===== src/rtl/tild_pkg.sv =====
// Shared constants, codes and types for the tty input line discipline.
`default_nettype none

package tild_pkg;

   // Ring geometry
   localparam int RING_DEPTH = 128;
   localparam int PTR_W      = $clog2(RING_DEPTH);
   localparam int CUR_W      = PTR_W + 1;
   localparam int SUM_W      = ((CUR_W > 8) ? CUR_W : 8) + 1;

   // Configuration port
   localparam int CSR_IDX_W  = 3;
   localparam int CSR_DATA_W = 24;
   localparam int MODE_W     = 2;
   localparam int OPT_W      = 9;

   localparam logic [CSR_IDX_W-1:0] CSR_INPUT_MODE     = 3'd0;
   localparam logic [CSR_IDX_W-1:0] CSR_OPTION_FLAGS   = 3'd1;
   localparam logic [CSR_IDX_W-1:0] CSR_FLOW_CHARS     = 3'd2;
   localparam logic [CSR_IDX_W-1:0] CSR_EDIT_CHARS     = 3'd3;
   localparam logic [CSR_IDX_W-1:0] CSR_EOF_FULL_CHARS = 3'd4;

   localparam logic [MODE_W-1:0] MODE_RAW    = 2'd0;
   localparam logic [MODE_W-1:0] MODE_CBREAK = 2'd1;
   localparam logic [MODE_W-1:0] MODE_COOKED = 2'd2;

   // Option flag bit positions
   localparam int OPT_CRLF       = 0;
   localparam int OPT_FLOW       = 1;
   localparam int OPT_ECHO       = 2;
   localparam int OPT_VISUAL     = 3;
   localparam int OPT_ECHO_CRLF  = 4;
   localparam int OPT_ERASE_BACK = 5;
   localparam int OPT_KILL       = 6;
   localparam int OPT_ERASE      = 7;
   localparam int OPT_EOF        = 8;

   // Register reset values
   localparam logic [MODE_W-1:0] RST_INPUT_MODE     = MODE_COOKED;
   localparam logic [OPT_W-1:0]  RST_OPTION_FLAGS   = 9'h1FF;
   localparam logic [15:0]       RST_FLOW_CHARS     = 16'h1113;
   localparam logic [23:0]       RST_EDIT_CHARS     = 24'h15087F;
   localparam logic [15:0]       RST_EOF_FULL_CHARS = 16'h0407;

   // Character codes
   localparam logic [7:0] CH_BS   = 8'h08;
   localparam logic [7:0] CH_LF   = 8'h0A;
   localparam logic [7:0] CH_CR   = 8'h0D;
   localparam logic [7:0] CH_SP   = 8'h20;
   localparam logic [7:0] CH_UP   = 8'h5E;
   localparam logic [7:0] CH_DEL  = 8'h7F;
   localparam logic [7:0] VIS_OFS = 8'h40;

   // Echo work handed from the decision stage to the echo stage
   localparam logic [2:0] ECHO_NONE  = 3'd0;
   localparam logic [2:0] ECHO_CHAR  = 3'd1;
   localparam logic [2:0] ECHO_BELL  = 3'd2;
   localparam logic [2:0] ECHO_KILL  = 3'd3;
   localparam logic [2:0] ECHO_ERASE = 3'd4;
   localparam logic [2:0] ECHO_START = 3'd5;

   localparam int MAX_ECHO = 6;
   localparam int CNT_W    = 3;

   typedef struct packed {
      logic [2:0] kind;
      logic [7:0] echo_char;
      logic [7:0] release_count;
      logic       output_held;
   } tild_desc_type;

   function automatic logic is_ctl(input logic [7:0] c);
      return (c < CH_SP) || (c == CH_DEL);
   endfunction

endpackage

`default_nettype wire


===== src/rtl/tild_ifs.sv =====
// Request and response channel interfaces for the tty input line discipline.
`default_nettype none

interface tild_req_if;
   logic       valid;
   logic       ready;
   logic [7:0] rx_byte;
   logic [7:0] chars_available;

   modport source (output valid, output rx_byte, output chars_available, input ready);
   modport sink   (input valid, input rx_byte, input chars_available, output ready);
endinterface

interface tild_rsp_if;
   logic       valid;
   logic       ready;
   logic       echo_valid;
   logic [7:0] echo_byte;
   logic [7:0] release_count;
   logic       output_held;
   logic       kick_output;
   logic       last;

   modport source (output valid, output echo_valid, output echo_byte, output release_count,
                   output output_held, output kick_output, output last, input ready);
   modport sink   (input valid, input echo_valid, input echo_byte, input release_count,
                   input output_held, input kick_output, input last, output ready);
endinterface

`default_nettype wire


===== src/rtl/tild_ram.sv =====
// Generic single-write, single-read synchronous RAM with registered read data.
`default_nettype none

module tild_ram #(
   parameter int WIDTH = 8,
   parameter int DEPTH = 128
) (
   input  logic                     clock,
   input  logic                     wr_en,
   input  logic [$clog2(DEPTH)-1:0] wr_addr,
   input  logic [WIDTH-1:0]         wr_data,
   input  logic                     rd_en,
   input  logic [$clog2(DEPTH)-1:0] rd_addr,
   output logic [WIDTH-1:0]         rd_data
);

   logic [WIDTH-1:0] mem_ff [DEPTH];
   logic [WIDTH-1:0] rd_data_ff;

   // Write port
   always_ff @(posedge clock) begin
      if (wr_en) begin
         mem_ff[wr_addr] <= wr_data;
      end
   end

   // Registered read port
   always_ff @(posedge clock) begin
      if (rd_en) begin
         rd_data_ff <= mem_ff[rd_addr];
      end
   end

   assign rd_data = rd_data_ff;

endmodule

`default_nettype wire


===== src/rtl/tild_echo.sv =====
// Echo stage: expands one decided item into its echo bytes and plays out the results.
`default_nettype none

module tild_echo import tild_pkg::*; (
   input  logic             clock,
   input  logic             reset,
   input  logic             push,
   output logic             ready,
   input  tild_desc_type    desc,
   input  logic [7:0]       ram_rdata,
   input  logic [OPT_W-1:0] opts,
   tild_rsp_if.source       rsp
);

   logic          slot_valid_ff;
   tild_desc_type slot_ff;

   logic             out_valid_ff;
   logic [7:0]       out_bytes_ff [MAX_ECHO];
   logic [CNT_W-1:0] out_cnt_ff;
   logic [CNT_W-1:0] out_idx_ff;
   logic             out_echo_ff;
   logic [7:0]       out_rel_ff;
   logic             out_held_ff;
   logic             out_kick_ff;

   logic [7:0]       exp_bytes [MAX_ECHO];
   logic [CNT_W-1:0] exp_n;
   logic             out_last;
   logic             out_free;
   logic             slot_move;
   logic [7:0]       c;

   assign c = slot_ff.echo_char;

   // Expand the waiting item into its echo bytes; the erased byte comes from the RAM
   always_comb begin
      exp_n = '0;
      for (int k = 0; k < MAX_ECHO; k++) begin
         exp_bytes[k] = 8'h00;
      end
      case (slot_ff.kind)
         ECHO_CHAR: begin
            if (((c == CH_LF) || (c == CH_CR)) && opts[OPT_ECHO_CRLF]) begin
               exp_bytes[0] = CH_CR;
               exp_bytes[1] = CH_LF;
               exp_n        = CNT_W'(2);
            end else if (is_ctl(c) && opts[OPT_VISUAL]) begin
               exp_bytes[0] = CH_UP;
               exp_bytes[1] = c + VIS_OFS;
               exp_n        = CNT_W'(2);
            end else begin
               exp_bytes[0] = c;
               exp_n        = CNT_W'(1);
            end
         end
         ECHO_BELL: begin
            exp_bytes[0] = c;
            exp_n        = CNT_W'(1);
         end
         ECHO_KILL: begin
            exp_bytes[0] = CH_CR;
            exp_bytes[1] = CH_LF;
            exp_n        = CNT_W'(2);
         end
         ECHO_ERASE: begin
            if (opts[OPT_ERASE_BACK]) begin
               exp_bytes[0] = CH_BS;
               exp_bytes[1] = CH_SP;
               exp_bytes[2] = CH_BS;
               exp_bytes[3] = CH_BS;
               exp_bytes[4] = CH_SP;
               exp_bytes[5] = CH_BS;
               exp_n = (is_ctl(ram_rdata) && opts[OPT_VISUAL]) ? CNT_W'(6) : CNT_W'(3);
            end else begin
               exp_bytes[0] = CH_BS;
               exp_bytes[1] = CH_BS;
               exp_n = (is_ctl(ram_rdata) && opts[OPT_VISUAL]) ? CNT_W'(2) : CNT_W'(1);
            end
         end
         default: begin
            exp_n = '0;
         end
      endcase
   end

   // Handshake between the slot and the output stage
   assign out_last  = (out_idx_ff == out_cnt_ff - CNT_W'(1));
   assign out_free  = !out_valid_ff || (rsp.ready && out_last);
   assign slot_move = slot_valid_ff && out_free;
   assign ready     = !slot_valid_ff || out_free;

   // Hold one decided item until the output stage frees
   always_ff @(posedge clock) begin
      if (reset) begin
         slot_valid_ff <= 1'b0;
      end else if (push) begin
         slot_valid_ff <= 1'b1;
      end else if (slot_move) begin
         slot_valid_ff <= 1'b0;
      end
   end

   always_ff @(posedge clock) begin
      if (push) begin
         slot_ff <= desc;
      end
   end

   // Load the output stage, then advance one result per taken handshake
   always_ff @(posedge clock) begin
      if (reset) begin
         out_valid_ff <= 1'b0;
         out_idx_ff   <= '0;
      end else if (slot_move) begin
         out_valid_ff <= 1'b1;
         out_idx_ff   <= '0;
      end else if (out_valid_ff && rsp.ready) begin
         if (out_last) begin
            out_valid_ff <= 1'b0;
         end else begin
            out_idx_ff <= out_idx_ff + CNT_W'(1);
         end
      end
   end

   always_ff @(posedge clock) begin
      if (slot_move) begin
         for (int k = 0; k < MAX_ECHO; k++) begin
            out_bytes_ff[k] <= exp_bytes[k];
         end
         out_cnt_ff  <= (exp_n == '0) ? CNT_W'(1) : exp_n;
         out_echo_ff <= (exp_n != '0);
         out_rel_ff  <= slot_ff.release_count;
         out_held_ff <= slot_ff.output_held;
         out_kick_ff <= (exp_n != '0) || (slot_ff.kind == ECHO_START);
      end
   end

   // Drive the response channel
   assign rsp.valid         = out_valid_ff;
   assign rsp.echo_valid    = out_echo_ff;
   assign rsp.echo_byte     = out_bytes_ff[out_idx_ff];
   assign rsp.release_count = out_rel_ff;
   assign rsp.output_held   = out_held_ff;
   assign rsp.kick_output   = out_kick_ff;
   assign rsp.last          = out_last;

endmodule

`default_nettype wire


===== src/rtl/tty_input_line_discipline_core.sv =====
// Top level of the tty input line discipline: configuration, ring state and decision.
//
//   channel  direction  handshake          payload
//   req_ch   in         valid/ready        rx_byte, chars_available
//   rsp_ch   out        valid/ready        echo_valid, echo_byte, release_count,
//                                          output_held, kick_output, last
//   csr_*    in         csr_we (no wait)   csr_index, csr_wdata
//
// An item is decided in its accept cycle: ring tail, line cursor and flow hold are updated
// and the ring RAM is written (store) or read (erase) on that edge.
// An item's results leave through the echo slot register and then the output register; an item
// yields max(1, echo bytes) results, 1 to 6, one per cycle while rsp_ch.ready is high.
// A new item is taken while the previous one's results are still playing out.
// Reset clears the tail, cursor and hold flag and loads the register defaults; the ring
// RAM needs no clearing, since an entry is only read back after it was written.
`default_nettype none

module tty_input_line_discipline_core import tild_pkg::*; (
   input  logic                  clock,
   input  logic                  reset,
   tild_req_if.sink              req_ch,
   tild_rsp_if.source            rsp_ch,
   input  logic                  csr_we,
   input  logic [CSR_IDX_W-1:0]  csr_index,
   input  logic [CSR_DATA_W-1:0] csr_wdata
);

   // Configuration registers
   logic [MODE_W-1:0] mode_ff;
   logic [OPT_W-1:0]  opts_ff;
   logic [15:0]       flow_ff;
   logic [23:0]       edit_ff;
   logic [15:0]       eof_full_ff;

   // Ring state
   logic [PTR_W-1:0] tail_ff,   tail_in;
   logic [CUR_W-1:0] cursor_ff, cursor_in;
   logic             held_ff,   held_in;

   logic             accept;
   logic             slot_ready;
   logic             do_store;
   logic             do_erase;
   logic [7:0]       ram_rdata;
   logic [PTR_W-1:0] tail_next;
   logic [PTR_W-1:0] tail_prev;
   logic [CUR_W-1:0] kill_tail;
   logic [7:0]       ch;
   logic [7:0]       ch2;
   logic [7:0]       start_c;
   logic [7:0]       stop_c;
   logic [7:0]       full_c;
   logic [SUM_W-1:0] avail_w;
   logic             room_raw;
   logic             full_cooked;
   logic             hit_kill;
   logic             hit_erase;
   logic             hit_eof;
   tild_desc_type    desc;

   // Write configuration registers
   always_ff @(posedge clock) begin
      if (reset) begin
         mode_ff     <= RST_INPUT_MODE;
         opts_ff     <= RST_OPTION_FLAGS;
         flow_ff     <= RST_FLOW_CHARS;
         edit_ff     <= RST_EDIT_CHARS;
         eof_full_ff <= RST_EOF_FULL_CHARS;
      end else if (csr_we) begin
         case (csr_index)
            CSR_INPUT_MODE:     mode_ff     <= csr_wdata[MODE_W-1:0];
            CSR_OPTION_FLAGS:   opts_ff     <= csr_wdata[OPT_W-1:0];
            CSR_FLOW_CHARS:     flow_ff     <= csr_wdata[15:0];
            CSR_EDIT_CHARS:     edit_ff     <= csr_wdata[23:0];
            CSR_EOF_FULL_CHARS: eof_full_ff <= csr_wdata[15:0];
            default: ;
         endcase
      end
   end

   assign accept = req_ch.valid && req_ch.ready;
   assign req_ch.ready = slot_ready;

   // Ring pointer arithmetic, modulo the ring depth
   assign tail_next = (tail_ff == PTR_W'(RING_DEPTH - 1)) ? '0 : tail_ff + PTR_W'(1);
   assign tail_prev = (tail_ff == '0) ? PTR_W'(RING_DEPTH - 1) : tail_ff - PTR_W'(1);
   assign kill_tail = (CUR_W'(tail_ff) >= cursor_ff)
                    ? CUR_W'(tail_ff) - cursor_ff
                    : CUR_W'(tail_ff) + CUR_W'(RING_DEPTH) - cursor_ff;

   // Input character classification
   assign ch      = req_ch.rx_byte;
   assign ch2     = ((ch == CH_CR) && opts_ff[OPT_CRLF]) ? CH_LF : ch;
   assign start_c = flow_ff[15:8];
   assign stop_c  = flow_ff[7:0];
   assign full_c  = eof_full_ff[7:0];
   assign avail_w = SUM_W'(req_ch.chars_available);

   assign room_raw    = avail_w < SUM_W'(RING_DEPTH);
   assign full_cooked = (avail_w + SUM_W'(cursor_ff)) >= SUM_W'(RING_DEPTH - 1);
   assign hit_kill    = (ch2 == edit_ff[23:16]) && opts_ff[OPT_KILL];
   assign hit_erase   = ((ch2 == edit_ff[15:8]) || (ch2 == edit_ff[7:0])) && opts_ff[OPT_ERASE];
   assign hit_eof     = (ch2 == eof_full_ff[15:8]) && opts_ff[OPT_EOF];

   // Decide the item: next ring state, RAM access and echo work
   always_comb begin
      tail_in            = tail_ff;
      cursor_in          = cursor_ff;
      held_in            = held_ff;
      do_store           = 1'b0;
      do_erase           = 1'b0;
      desc.kind          = ECHO_NONE;
      desc.echo_char     = ch2;
      desc.release_count = 8'h00;
      if (mode_ff == MODE_RAW) begin
         if (room_raw) begin
            do_store           = 1'b1;
            desc.release_count = 8'h01;
         end
      end else if (opts_ff[OPT_FLOW] && (ch2 == start_c)) begin
         held_in   = 1'b0;
         desc.kind = ECHO_START;
      end else if (opts_ff[OPT_FLOW] && (ch2 == stop_c)) begin
         held_in = 1'b1;
      end else begin
         held_in = 1'b0;
         if (mode_ff == MODE_CBREAK) begin
            if (!room_raw) begin
               desc.kind      = ECHO_BELL;
               desc.echo_char = full_c;
            end else begin
               do_store           = 1'b1;
               desc.release_count = 8'h01;
               if (opts_ff[OPT_ECHO]) begin
                  desc.kind = ECHO_CHAR;
               end
            end
         end else if (hit_kill) begin
            tail_in   = PTR_W'(kill_tail);
            cursor_in = '0;
            desc.kind = ECHO_KILL;
         end else if (hit_erase) begin
            if (cursor_ff != '0) begin
               cursor_in = cursor_ff - CUR_W'(1);
               tail_in   = tail_prev;
               do_erase  = 1'b1;
               if (opts_ff[OPT_ECHO]) begin
                  desc.kind = ECHO_ERASE;
               end
            end
         end else if ((ch2 == CH_LF) || (ch2 == CH_CR)) begin
            do_store           = 1'b1;
            desc.release_count = 8'(cursor_ff + CUR_W'(1));
            cursor_in          = '0;
            if (opts_ff[OPT_ECHO]) begin
               desc.kind = ECHO_CHAR;
            end
         end else if (full_cooked) begin
            desc.kind      = ECHO_BELL;
            desc.echo_char = full_c;
         end else if (hit_eof) begin
            if (opts_ff[OPT_ECHO]) begin
               desc.kind = ECHO_CHAR;
            end
            if (cursor_ff == '0) begin
               do_store           = 1'b1;
               desc.release_count = 8'h01;
            end
         end else begin
            if (opts_ff[OPT_ECHO]) begin
               desc.kind = ECHO_CHAR;
            end
            cursor_in = cursor_ff + CUR_W'(1);
            do_store  = 1'b1;
         end
      end
      if (do_store) begin
         tail_in = tail_next;
      end
      desc.output_held = held_in;
   end

   // Advance ring state on each accepted item
   always_ff @(posedge clock) begin
      if (reset) begin
         tail_ff   <= '0;
         cursor_ff <= '0;
         held_ff   <= 1'b0;
      end else if (accept) begin
         tail_ff   <= tail_in;
         cursor_ff <= cursor_in;
         held_ff   <= held_in;
      end
   end

   // Input ring: store at the tail, read back the byte being erased
   tild_ram #(
      .WIDTH (8),
      .DEPTH (RING_DEPTH)
   ) u_ring (
      .clock   (clock),
      .wr_en   (accept && do_store),
      .wr_addr (tail_ff),
      .wr_data (ch2),
      .rd_en   (accept && do_erase),
      .rd_addr (tail_prev),
      .rd_data (ram_rdata)
   );

   tild_echo u_echo (
      .clock     (clock),
      .reset     (reset),
      .push      (accept),
      .ready     (slot_ready),
      .desc      (desc),
      .ram_rdata (ram_rdata),
      .opts      (opts_ff),
      .rsp       (rsp_ch)
   );

`ifndef SYNTHESIS
   a_cursor_bound: assert property (@(posedge clock) disable iff (reset)
      cursor_ff <= CUR_W'(RING_DEPTH - 1))
      else $error("line cursor beyond ring depth");

   a_tail_hold: assert property (@(posedge clock) disable iff (reset)
      !accept |=> $stable(tail_ff) && $stable(cursor_ff))
      else $error("ring state moved without an accepted item");

   a_held_rise: assert property (@(posedge clock) disable iff (reset)
      $rose(held_ff) |-> $past(accept) && ($past(mode_ff) != MODE_RAW))
      else $error("output hold set without a stop item");

   a_ram_excl: assert property (@(posedge clock) disable iff (reset)
      accept |-> !(do_store && do_erase))
      else $error("store and erase on the same item");
`endif

endmodule

`default_nettype wire


===== src/flat_wrapper.sv =====
// flat-port wrapper written by rule: the top's interface ports become plain ports
module tty_input_line_discipline_core_flat import tild_pkg::*;
  (clock, reset, csr_we, csr_index, csr_wdata, req_ch_valid, req_ch_rx_byte, req_ch_chars_available, req_ch_ready, rsp_ch_valid, rsp_ch_echo_valid, rsp_ch_echo_byte, rsp_ch_release_count, rsp_ch_output_held, rsp_ch_kick_output, rsp_ch_last, rsp_ch_ready);
  tild_req_if req_ch_i ();
  tild_rsp_if rsp_ch_i ();
  input  logic clock;
  input  logic reset;
  input  logic csr_we;
  input  logic [CSR_IDX_W-1:0] csr_index;
  input  logic [CSR_DATA_W-1:0] csr_wdata;
  input wire logic [$bits(req_ch_i.valid)-1:0] req_ch_valid;
  input wire logic [$bits(req_ch_i.rx_byte)-1:0] req_ch_rx_byte;
  input wire logic [$bits(req_ch_i.chars_available)-1:0] req_ch_chars_available;
  output wire logic [$bits(req_ch_i.ready)-1:0] req_ch_ready;
  output wire logic [$bits(rsp_ch_i.valid)-1:0] rsp_ch_valid;
  output wire logic [$bits(rsp_ch_i.echo_valid)-1:0] rsp_ch_echo_valid;
  output wire logic [$bits(rsp_ch_i.echo_byte)-1:0] rsp_ch_echo_byte;
  output wire logic [$bits(rsp_ch_i.release_count)-1:0] rsp_ch_release_count;
  output wire logic [$bits(rsp_ch_i.output_held)-1:0] rsp_ch_output_held;
  output wire logic [$bits(rsp_ch_i.kick_output)-1:0] rsp_ch_kick_output;
  output wire logic [$bits(rsp_ch_i.last)-1:0] rsp_ch_last;
  input wire logic [$bits(rsp_ch_i.ready)-1:0] rsp_ch_ready;
  assign req_ch_i.valid = req_ch_valid;
  assign req_ch_i.rx_byte = req_ch_rx_byte;
  assign req_ch_i.chars_available = req_ch_chars_available;
  assign req_ch_ready = req_ch_i.ready;
  assign rsp_ch_valid = rsp_ch_i.valid;
  assign rsp_ch_echo_valid = rsp_ch_i.echo_valid;
  assign rsp_ch_echo_byte = rsp_ch_i.echo_byte;
  assign rsp_ch_release_count = rsp_ch_i.release_count;
  assign rsp_ch_output_held = rsp_ch_i.output_held;
  assign rsp_ch_kick_output = rsp_ch_i.kick_output;
  assign rsp_ch_last = rsp_ch_i.last;
  assign rsp_ch_i.ready = rsp_ch_ready;
  tty_input_line_discipline_core u_core (.clock(clock), .reset(reset), .req_ch(req_ch_i), .rsp_ch(rsp_ch_i), .csr_we(csr_we), .csr_index(csr_index), .csr_wdata(csr_wdata));
endmodule

===== config.mk =====
export PLATFORM = sky130hd
export DESIGN_NAME = tty_input_line_discipline_core_flat
export DESIGN_NICKNAME = d
export VERILOG_FILES = /design/src/rtl/tild_pkg.sv /design/src/rtl/tild_ifs.sv /design/src/rtl/tild_ram.sv /design/src/rtl/tild_echo.sv /design/src/rtl/tty_input_line_discipline_core.sv /design/src/flat_wrapper.sv
export SDC_FILE = /design/constraint.sdc
export NUM_CORES = 1
export LEC_CHECK = 0
export ABC_CLOCK_PERIOD_IN_PS = 14400
export BUFFER_PORTS_ARGS = -buffer_cell sky130_fd_sc_hd__buf_4
export CORE_UTILIZATION = 40
export DETAILED_ROUTE_END_ITERATION = 10
export GPL_TIMING_DRIVEN = 0
export HOLD_SLACK_MARGIN = 0.08
export PLACE_DENSITY_LB_ADDON = 0.3
export REMOVE_ABC_BUFFERS = 1
export SLEW_MARGIN = 20
export SYNTH_ARGS = -nofsm -noshare
export SYNTH_HDL_FRONTEND = slang
export SYNTH_HIERARCHICAL = 1
export SYNTH_SLANG_ARGS = --single-unit

===== constraint.sdc =====
create_clock -name clock -period 14.4 [get_ports clock]
set_input_delay 1.44 -clock clock [delete_from_list [all_inputs] [get_ports clock]]
set_output_delay 1.44 -clock clock [all_outputs]
set_load 0.03 [all_outputs]

== Word-level counts from Yosys, hierarchy flattened ==
Memory sizes are Yosys's and may differ from the RTL's. A register that Yosys moved wholly into a read port is not among the register bits.
Index checks and enable logic that the tools add are counted.
Word-level totals
  output and inout port bits: 22
  latch bits: 0
  bits in registers: 122
  memories kept: 2
  input bits: 48
  logic and storage cells: 212
  memory bits (writable): 1072
  bits in read-only memories: 0
Operators by class
  multiply operators: 0
  add/sub/neg operators: 11
  $lt $le $gt $ge: 5
  shifts and indexed selects: 0
  reduce and logical (&&, ||, !) cells: 48
  bitwise gates (word level): 5
  mux-type cells: 88
  equality and inequality tests: 32
  divide/modulo/power cells: 0
Memory list
  u_core.u_ring.mem_ff: depth 128, bits a word 8, rd ports 1, clocked after Yosys merged registers in 1, write ports 1, RTL line tild_ram.sv:17  | logic [WIDTH-1:0] mem_ff [DEPTH];
  u_core.u_echo.out_bytes_ff: depth 6, bits a word 8, rd ports 1, clocked after Yosys merged registers in 1, write ports 6, RTL line tild_echo.sv:19  | logic [7:0] out_bytes_ff [MAX_ECHO];
Operators by type and width (count)
  8-bit two-way mux: 17
  7-bit two-way mux: 11
  16-bit two-way mux: 4
  28-bit two-way mux: 2
  8-bit equality test: 6
  8-bit by 4-bit equality test with 1-bit output, second input constant: 5
  3-bit two-way mux: 13
  19-bit two-way mux: 2
  1-bit two-way mux: 33
  8-bit case mux with 4 select lines: 1
  8-bit case mux with 3 select lines: 1
  8-bit by 7-bit equality test with 1-bit output, second input constant: 2
  8-bit by 6-bit less-than comparator with 1-bit output, second input constant: 2
  1-bit logical AND: 15
  7-bit by 1-bit adder with 7-bit output, second input constant: 2
  2-bit AND reduction: 7
  7-bit subtractor: 2
  3-bit by 2-bit equality test with 1-bit output, second input constant: 4
  3-bit case mux with 4 select lines: 1
  8-bit by 8-bit adder with 9-bit output: 1
  3-bit equality test, second input constant: 3
  9-bit by 7-bit greater-or-equal comparator with 1-bit output, second input constant: 1
  3-bit nonzero test: 3
  8-bit by 1-bit adder with 8-bit output, second input constant: 1
  other kinds (30): 50

== Logic depth before layout (Yosys ltp) ==
Gate-level depths: netlist (run 1).
  word-level depth: 17
  gate-level depth with buffers: 17
  depth with buffers taken out: 14

== Cells and area by module ==
The synthesis (run 1) kept the hierarchy.
Modules (own cells, without submodules)
  tild_ram: cells an instance 1635, sequential area each 30989.7 um2, area an instance 39745.6 um2, times used 1
  tty_input_line_discipline_core: cells an instance 750, sequential area each 1661.6 um2, area an instance 5736.8 um2, times used 1
  tild_echo: cells an instance 186, sequential area each 1691.6 um2, area an instance 2512.4 um2, times used 1

== Worst setup path before layout (run 1) ==
OpenSTA, ideal clock, no wires.
  path kind: input to register
  start: input req_ch_rx_byte[4]
  end: memory u_core.u_ring.mem_ff[110][0] (enable)
  setup slack: 5.891 ns
  data required time: 14.115 ns
  buffers on the path: 4
  cell stages on the path: 15
  library setup time: 0.285 ns
  arrival time: 8.224 ns
  cells stage by stage: buf_6 nor4b_4 a31oi_1 xor2_1 or4_4 nand2b_4 a41oi_4 or2_1 buf_4 nor2_1 clkbuf_1 nor2b_1 nand3_1 clkbuf_1 nor2_1
On the way
  longest elaborated chain between the ends: 17
  elaborated cells on any way between the ends: 30
  those cells by class: 9 x eq/ne; 12 x mux; 9 x reduce/logical
Ends and longest elaborated chain
  start, declared: RTL line flat_wrapper.sv:12  | input wire logic [$bits(req_ch_i.rx_byte)-1:0] req_ch_rx_byte;
  8-bit by 4-bit equality test with 1-bit output *: RTL line tty_input_line_discipline_core.sv:93  | assign ch2 = ((ch == CH_CR) && opts_ff[OPT_CRLF]) ? CH_LF : ch;
  1-bit logical AND *: RTL line tty_input_line_discipline_core.sv:93
  8-bit two-way mux *: RTL line tty_input_line_discipline_core.sv:93
  named net u_core.ch2[0]: RTL line tty_input_line_discipline_core.sv:49  | logic [7:0] ch2;
  8-bit equality test: RTL line tty_input_line_discipline_core.sv:103  | assign hit_eof = (ch2 == eof_full_ff[15:8]) && opts_ff[OPT_EOF];
  1-bit logical AND: RTL line tty_input_line_discipline_core.sv:103
  1-bit two-way mux: RTL line tty_input_line_discipline_core.sv:161  | end else if (hit_eof) begin
  1-bit two-way mux: RTL line tty_input_line_discipline_core.sv:158  | end else if (full_cooked) begin
  [... 2 more ...]
  1-bit two-way mux: RTL line tty_input_line_discipline_core.sv:138  | end else if (hit_kill) begin
  1-bit two-way mux: RTL line tty_input_line_discipline_core.sv:127  | if (mode_ff == MODE_CBREAK) begin
  1-bit two-way mux: RTL line tty_input_line_discipline_core.sv:123  | end else if (opts_ff[OPT_FLOW] && (ch2 == stop_c)) begin
  1-bit two-way mux *: RTL line tty_input_line_discipline_core.sv:120  | end else if (opts_ff[OPT_FLOW] && (ch2 == start_c)) begin
  1-bit two-way mux *: RTL line tty_input_line_discipline_core.sv:115  | if (mode_ff == MODE_RAW) begin
  1-bit logical AND *: RTL line tty_input_line_discipline_core.sv:202  | .wr_en (accept && do_store),
  1-bit two-way mux *: RTL line tild_ram.sv:22  | if (wr_en) begin
  1-bit two-way mux (implied by the code) *: RTL line tild_ram.sv:23  | mem_ff[wr_addr] <= wr_data;
  end, declared: RTL line tild_ram.sv:17
Mark *: on every way through the listed nets, which the timed path passes. The rest lies on a longest branch.

== Final worst setup path (run 1) ==
  start: input req_ch_rx_byte[3]
  end: memory u_core.u_ring.mem_ff[34][4] (enable)
On the way
  longest elaborated chain between the ends: 17
  elaborated cells on any way between the ends: 30
  those cells by class: 9 x eq/ne; 12 x mux; 9 x reduce/logical
Ends and longest elaborated chain
  8-bit by 4-bit equality test with 1-bit output: RTL line tty_input_line_discipline_core.sv:93
  1-bit logical AND: RTL line tty_input_line_discipline_core.sv:93
  8-bit two-way mux *: RTL line tty_input_line_discipline_core.sv:93
  8-bit equality test: RTL line tty_input_line_discipline_core.sv:103
  1-bit logical AND: RTL line tty_input_line_discipline_core.sv:103
  1-bit two-way mux: RTL line tty_input_line_discipline_core.sv:161
  1-bit two-way mux: RTL line tty_input_line_discipline_core.sv:158
  1-bit two-way mux: RTL line tty_input_line_discipline_core.sv:151  | end else if ((ch2 == CH_LF) || (ch2 == CH_CR)) begin
  1-bit two-way mux: RTL line tty_input_line_discipline_core.sv:142  | end else if (hit_erase) begin
  1-bit two-way mux: RTL line tty_input_line_discipline_core.sv:138
  1-bit two-way mux: RTL line tty_input_line_discipline_core.sv:127
  1-bit two-way mux: RTL line tty_input_line_discipline_core.sv:123
  1-bit two-way mux *: RTL line tty_input_line_discipline_core.sv:120
  1-bit two-way mux *: RTL line tty_input_line_discipline_core.sv:115
  1-bit logical AND *: RTL line tty_input_line_discipline_core.sv:202
  1-bit two-way mux *: RTL line tild_ram.sv:22
  1-bit two-way mux (implied by the code) *: RTL line tild_ram.sv:23
Mark *: on every way between the ends. The rest lies on a longest branch, timed or not.

==> impl_metrics.json, run 1 <==
{
  "holdBufCountCts": 0,
  "slew_viol_final": 0,
  "cts.path.max_buffers": 3,
  "rsz0062_at_grt": "false",
  "hold_path_depth": 0,
  "dr.pass1.iters": 8,
  "area_growth_pct": 14.5,
  "grt_pass1_vias": 25100,
  "utilization_pct": 46.3,
  "clock_sinks": 1174,
  "synth_edf_count": 1083,
  "setup_viol": 0,
  "postSynthAreaPerCell_um2": 18.7,
  "final_cell_mix": "1083 x edfxtp_1, 336 x mux4_2, 185 x nor2_1",
  "track_usage_pct": 18.6,
  "ant_nets": 0,
  "grt_max_degree": 97,
  "synth-seq-area-share_pct": 71.6,
  "die_w_um": 348,
  "final_common_cell": "edfxtp_1",
  "post-cts-setup-buffers": 0,
  "port_buffers": 69,
  "preCtsSetupSlack_ns": 6.33,
  "fin_crit_sh_pct": 51.6,
  "wl_per_cell_um": 25.8,
  "leakagePower_nw": 17.6,
  "drt_iter0_markers": 2416,
  "fin_tns_setup_ns": 0,
  "vdd_drop_max_mv": 0.107,
  "yosys.cell_types.count": 89,
  "core_um2": 119000,
  "io_pins": 70,
  "synth_ff_type": "edfxtp_1",
  "maxSlewHeadroom_pct": 28.8,
  "crit_arrival_ns": 7.75,
  "stdcell_count": 4354,
  "routed_wl_um": 112000,
  "clock_skew_ns": 0.0352,
  "place_inst": 4139,
  "post-route-min-period_ns": 7.43,
  "fin_ws_ns": 6.97,
  "ys_ff_latch": 1174,
  "cts_max_level": 3,
  "path_clk_slew_ns": 0.06,
  "ys_warn_count": 6,
  "via_count": 24800,
  "critPathLaunchType": "input port",
  "fp.dieArea_um2": 121000,
  "end_kind": "flip-flop",
  "globalRouteOverflowTotal": 0,
  "synthTopCellsByArea": "edfxtp_1 68%, mux4_2 16%, dfxtp_1 3.8%",
  "powerDensity_nw_per_um2": 142,
  "rows": 126,
  "crit_fanout": 71,
  "r2r_setup_slack_ns": 7.85,
  "finalHoldViolCount": 0,
  "nNetsFinal": 2730,
  "initial_core_util_pct": 40.5,
  "cts_root_buf": "clkbuf_16",
  "rr_worst_depth": 14,
  "hold_path_class": "reg2reg",
  "gp_congestion": 0.833,
  "viasPerCell": 5.69,
  "grt_pass1_wl_um": 167000,
  "cp.required_ns": 14.72,
  "synth_area_leader_cell": "edfxtp_1",
  "clock_latency_ns": 0.72,
  "hpwl_um": 71100,
  "max_freq_mhz": 135,
  "worstMarginPinSlew_ns": 1.07,
  "holdWs_ns": 0.418,
  "post-route-drc-count": 0,
  "cts_resized": 0,
  "antenna_found_initial": 1,
  "drive_above_1_share_pct": 24.9,
  "cts_tree": "yes",
  "path_class": "in2reg",
  "yosys.area.top_type_share_pct": 67.8,
  "maxCapViolations": 0,
  "cts_made_buffers": 115,
  "outcome": "finished, final reports clean",
  "synthCells": 2571,
  "syn_area_um2": 48000,
  "die_h_um": 348,
  "async_flop_share_pct": 0
}
synthesized netlist by cell type (all sizes together), types with 4 or more instances:
master  instances
mux2i          13
dfxtp          91
o21a            7
buf            57
nand2b          6
a21oi          71
o211ai          6
ha             24
o22ai           6
nor2b          26
inv            40
nand3          38
clkbuf         89
xnor2          24
nor3           33
or2             4
nand4          18
mux4          336
and2            7
a311oi          4
or4             6
nor2          187
nand2         172
mux2           17
nand3b         27
and3            8
o41ai           4
o32ai           5
xor2           37
nor3b           4
a211oi          9
nor4            9
a211o          12
edfxtp       1083
o21ai          21
a31oi          12
worst max-delay path: stages:
cell and delay [ns]:
buf_6 0.38, buf_16 0.33, nor3b_4 0.64, a41oi_2 0.41
xor2_1 0.26, nand4_1 0.60, a41oi_4 0.33, or2_1 0.46
nor2_1 0.77, nor2b_1 0.48, nand2_2 0.59, nor2_1 0.90
final timing paths:
kind / from / to
min reg2reg: u_core/u_echo/slot_ff[1] / u_core/u_echo/rsp.release_count[0]
max reg2reg: u_core/cursor_ff[0] / u_core/u_ring/mem_ff[34][4]
min: u_core/u_echo/slot_ff[1] / u_core/u_echo/rsp.release_count[0]
max: req_ch_rx_byte[3] / u_core/u_ring/mem_ff[34][4]
area by class of cell:
type | count | area [µm²]
fill | 9880 | 63600
sequential | 1174 | 34300
multi-input combinational | 1211 | 13000
clock buffer | 145 | 3040
tap | 1600 | 2000
timing repair buffer | 114 | 1670
clock inverter | 67 | 722
inverter | 40 | 160
antenna | 3 | 7.51
per-stage QoR:
step	power (mW)	area (µm²)
after detailed placement	4.87	51200
after floorplan	4.70	47300
after global routing	8.02	54900
after global placement	5.19	49800
after CTS	7.86	54900
final	7.79	54900
cell families (layout without fill, tap and decap cells):
| kind of cell | count (synthesis) | count (layout) | synth area share [%] |
|---|---|---|---|
| other | 0 | 3 | 0 |
| buffers and inverters | 186 | 366 | 1.72 |
| AOI/OAI and AO/OA | 198 | 198 | 2.93 |
| DFF | 1174 | 1174 | 71.6 |
| xor gates and xnor gates | 62 | 62 | 1.16 |
| and+or+nand+nor | 559 | 559 | 5.50 |
| adders and majority gates | 26 | 26 | 0.709 |
| muxes | 366 | 366 | 16.4 |
metal layers:
metal  track usage, %  wire length [µm]  part of all wire [%]  up-vias
li1                 -                 -                     -    10600
met1             25.5             47000                    42    13100
met2             31.0             55800                    50      872
met3             2.27              6580                   5.9      199
met4             5.55              3060                   2.7        0
met5                0                 0                     0        -
power by group:
group,switching (mW),internal (mW)
clock network,1.27,1.73
logic,0.549,0.467
registers,0.0244,3.75
total,1.85,5.95
sequential cells by signal, indices dropped and copies added (netlist names), named ones only:
signal and cells:
u_core/tail_ff 7, u_core/u_echo/slot_valid_ff 1, u_core/u_echo/c 8, u_core/mode_ff 2, u_core/edit_ff 24, u_core/u_ring/rd_data 8, u_core/cursor_ff 8, u_core/opts_ff 9
u_core/u_ring/mem_ff 1024, u_core/u_echo/out_bytes_ff 17, u_core/u_echo/out_cnt_ff 3, u_core/u_echo/out_idx_ff 3, u_core/u_echo/rsp.release_count 8, u_core/u_echo/rsp.echo_valid 1, u_core/held_ff 1, u_core/u_echo/rsp.output_held 1
u_core/u_echo/slot_ff 12, u_core/flow_ff 16, u_core/u_echo/rsp.valid 1, u_core/u_echo/rsp.kick_output 1, u_core/eof_full_ff 16
(Power assumes the default switching activity.)
==> run 2, diff against run 1 <==
--- a/config.mk
+++ b/config.mk
@@ -5,7 +5,8 @@
 export SDC_FILE = /design/constraint.sdc
 export NUM_CORES = 1
 export LEC_CHECK = 0
-export ABC_CLOCK_PERIOD_IN_PS = 14400
+export ABC_AREA = 1
+export ABC_CLOCK_PERIOD_IN_PS = 6600
 export BUFFER_PORTS_ARGS = -buffer_cell sky130_fd_sc_hd__buf_4
 export CORE_UTILIZATION = 40
 export DETAILED_ROUTE_END_ITERATION = 10
==> constraint.sdc (replaced) <==
create_clock -name clock -period 6.6 [get_ports clock]
set_input_delay 0.66 -clock clock [delete_from_list [all_inputs] [get_ports clock]]
set_output_delay 0.66 -clock clock [all_outputs]
set_load 0.03 [all_outputs]
==> run 2 against run 1 <==
  * First-iteration DRC count grew 26%
  * Critical endpoint is now u_core/u_ring/mem_ff[21][3]
  * Sequential share of layout area shrank 1.5 points
  * Worst setup slack lost 6.3 ns
  * Flip-flop and latch count is the same
  * Largest power group unchanged
  * Core utilization shrank 1.1 points
  * Worst hold slack lost 0.23 ns
  * Highest routed layer unchanged
  * Combinational power grew to 6.7 times the previous value
  * Synthesized cell count grew 84%
==> impl_metrics.json, run 2 <==
{
  "outcome": "finished, final reports clean",
  "leakagePower_nw": 20.5,
  "postSynthAreaPerCell_um2": 10.7,
  "clock_latency_ns": 0.70,
  "path_class": "in2reg",
  "yosys-top-cells-count": "1470 x nand2_1, 1083 x edfxtp_1, 1019 x nand3_1",
  "synth_ff_type": "edfxtp_1",
  "crit_chain": "buf_6, buf_16, nand2_1, nor2_2, nand2_2, nand2_2, inv_6, nor2_1, nor2_1, nand2_1, nand2_2, nand2_4, nand4_1, nand2_2, nand2_2, nor2_1, nand2_2, nor2_1",
  "cts_max_level": 3,
  "dr.pass1.iters": 6,
  "r2r_setup_slack_ns": 1.25,
  "fin_crit_sh_pct": 89.2,
  "powerDensity_nw_per_um2": 388,
  "grt_pass1_vias": 32200,
  "path_clk_slew_ns": 0.06,
  "cts_tree": "yes",
  "synthTopCellsByArea": "edfxtp_1 64%, nand2_1 11%, nand3_1 10%",
  "track_usage_pct": 19.5,
  "hold_path_class": "in2reg",
  "total_power_mw": 21.8,
  "area_growth_pct": 11.6,
  "cts_made_buffers": 116,
  "cp.required_ns": 6.92,
  "port_buffers": 69,
  "yosys.cell_types.count": 54,
  "synth_area_leader_cell": "edfxtp_1",
  "synth-seq-area-share_pct": 68.0,
  "async_flop_share_pct": 0,
  "crit_top_cell": "nand2_2",
  "drive_above_1_share_pct": 7.40,
  "finalHoldViolCount": 0,
  "ys_ff_latch": 1174,
  "holdBufCountCts": 0,
  "grt_max_degree": 190,
  "viasPerCell": 5.30,
  "die_h_um": 357,
  "crit_fanout": 72,
  "setup_viol": 0,
  "rsz0062_at_grt": "false",
  "clock_skew_ns": 0.0578,
  "nNetsFinal": 4747,
  "gp_congestion": 0.845,
  "rows": 129,
  "ys_warn_count": 6,
  "synthCells": 4720,
  "critPathLaunchType": "input port",
  "max_stage_delay_ns": 0.94,
  "reg.largest.list": "u_core/u_ring/mem_ff: 1024 flops, u_core/edit_ff: 24 flops, u_core/u_echo/out_bytes_ff: 17 flops",
  "io_pins": 70,
  "drt_iter0_markers": 3034,
  "regMostFlops": "u_core/u_ring/mem_ff",
  "vdd_drop_max_mv": 0.341,
  "diodes": 0,
  "slew_viol_final": 0,
  "final_cell_mix": "1460 x nand2_1, 1083 x edfxtp_1, 1017 x nand3_1",
  "post-route-drc-count": 0,
  "end_kind": "flip-flop",
  "fp.dieArea_um2": 128000,
  "cts_resized": 0,
  "fin_tns_setup_ns": 0,
  "cts.path.max_buffers": 3,
  "maxSlewHeadroom_pct": 26.6,
  "final_common_cell": "nand2_1",
  "post-cts-setup-buffers": 0,
  "cts_root_buf": "clkbuf_16",
  "maxCapViolations": 0,
  "crit_arrival_ns": 6.21,
  "worstMarginPinSlew_ns": 1.10,
  "globalRouteOverflowTotal": 0,
  "critPathBufInv": 3,
  "initial_core_util_pct": 40.6,
  "antenna_found_initial": 0,
  "max_freq_mhz": 170,
  "grt_pass1_wl_um": 192000,
  "post-route-min-period_ns": 5.89,
  "cp_top_family": "simple AND/OR/NAND/NOR gates",
  "yosys.area.top_type_share_pct": 64.4,
  "routed_wl_um": 126000,
  "die_w_um": 357,
  "clock_sinks": 1174,
  "synth_edf_count": 1083,
  "hpwl_um": 73500,
  "synth.most_common_cell": "nand2_1",
  "syn_area_um2": 50500,
  "via_count": 34000,
  "cp_slowest_cell": "nor2_1",
  "wl_per_cell_um": 19.7,
  "core_um2": 124000,
  "ant_nets": 0,
  "largest_reg_flops": 1024
}
[run 2: final timing paths]
kind                                  from                                 end  depth (start not counted)
setup / recovery         req_ch_rx_byte[3]         u_core/u_ring/mem_ff[21][3]                         18
hold / removal               csr_wdata[16]                  u_core/edit_ff[16]                          3
setup reg to reg       u_core/cursor_ff[1]         u_core/u_ring/mem_ff[21][3]                         17
hold reg to reg   u_core/u_echo/slot_ff[1]  u_core/u_echo/rsp.release_count[0]                          0
[run 2: logic make-up (layout without fill, tap and decap cells)]
family	Yosys count	count (layout)	synth area share (%)
buffers and inverters	429	479	4.25
AO/OA/AOI/OAI	173	173	1.98
AND/OR/NAND/NOR	2886	2886	24.5
XOR/XNOR	32	32	0.570
flip-flops	1174	1174	68.0
adder cells (fa/ha/maj)	26	26	0.674
[run 2: final cells by class]
cell class                 instances  area [µm²]
fill                           11300       68100
sequential                      1174       34300
multi-input combinational       3117       14100
clock buffer                     150        3130
tap                             1637        2050
timing repair buffer             104        1360
clock inverter                    65         706
inverter                         160         658
[run 2: metrics by stage]
stage	util (%)	cells	hold slack, ns	worst slack [ns]	cell area (µm²)
after detailed placement	42.2	6192	0.405	0.0348	52500
after global placement	41.4	6157	0.407	-23.50	51500
after CTS	45.3	6407	0.152	0.758	56300
final	45.3	6407	0.186	0.713	56300
after global routing	45.3	6407	0.182	0.443	56300
after floorplan	-	4451	0.400	-8.19	48900
[run 2: tightest hold or removal path, cell delays in order]
cell and delay, ns:
buf_4 0.08, nand2_1 0.04, nand3_1 0.07
[run 2: routing by layer]
layer | wire length, µm | GRT usage, % | vias up | part of all wire, %
li1 | - | - | 16200 | -
met3 | 7980 | 2.94 | 196 | 6.3
met2 | 59600 | 31.7 | 1076 | 47
met1 | 55200 | 27.0 | 16400 | 44
met5 | 0 | 0 | - | 0
met4 | 3290 | 5.85 | 0 | 2.6
[run 2: where the power goes]
group / internal (mW) / switching [mW]
Clock: 3.85 / 2.78
Sequential: 8.27 / 0.0990
Combinational: 1.89 / 4.93
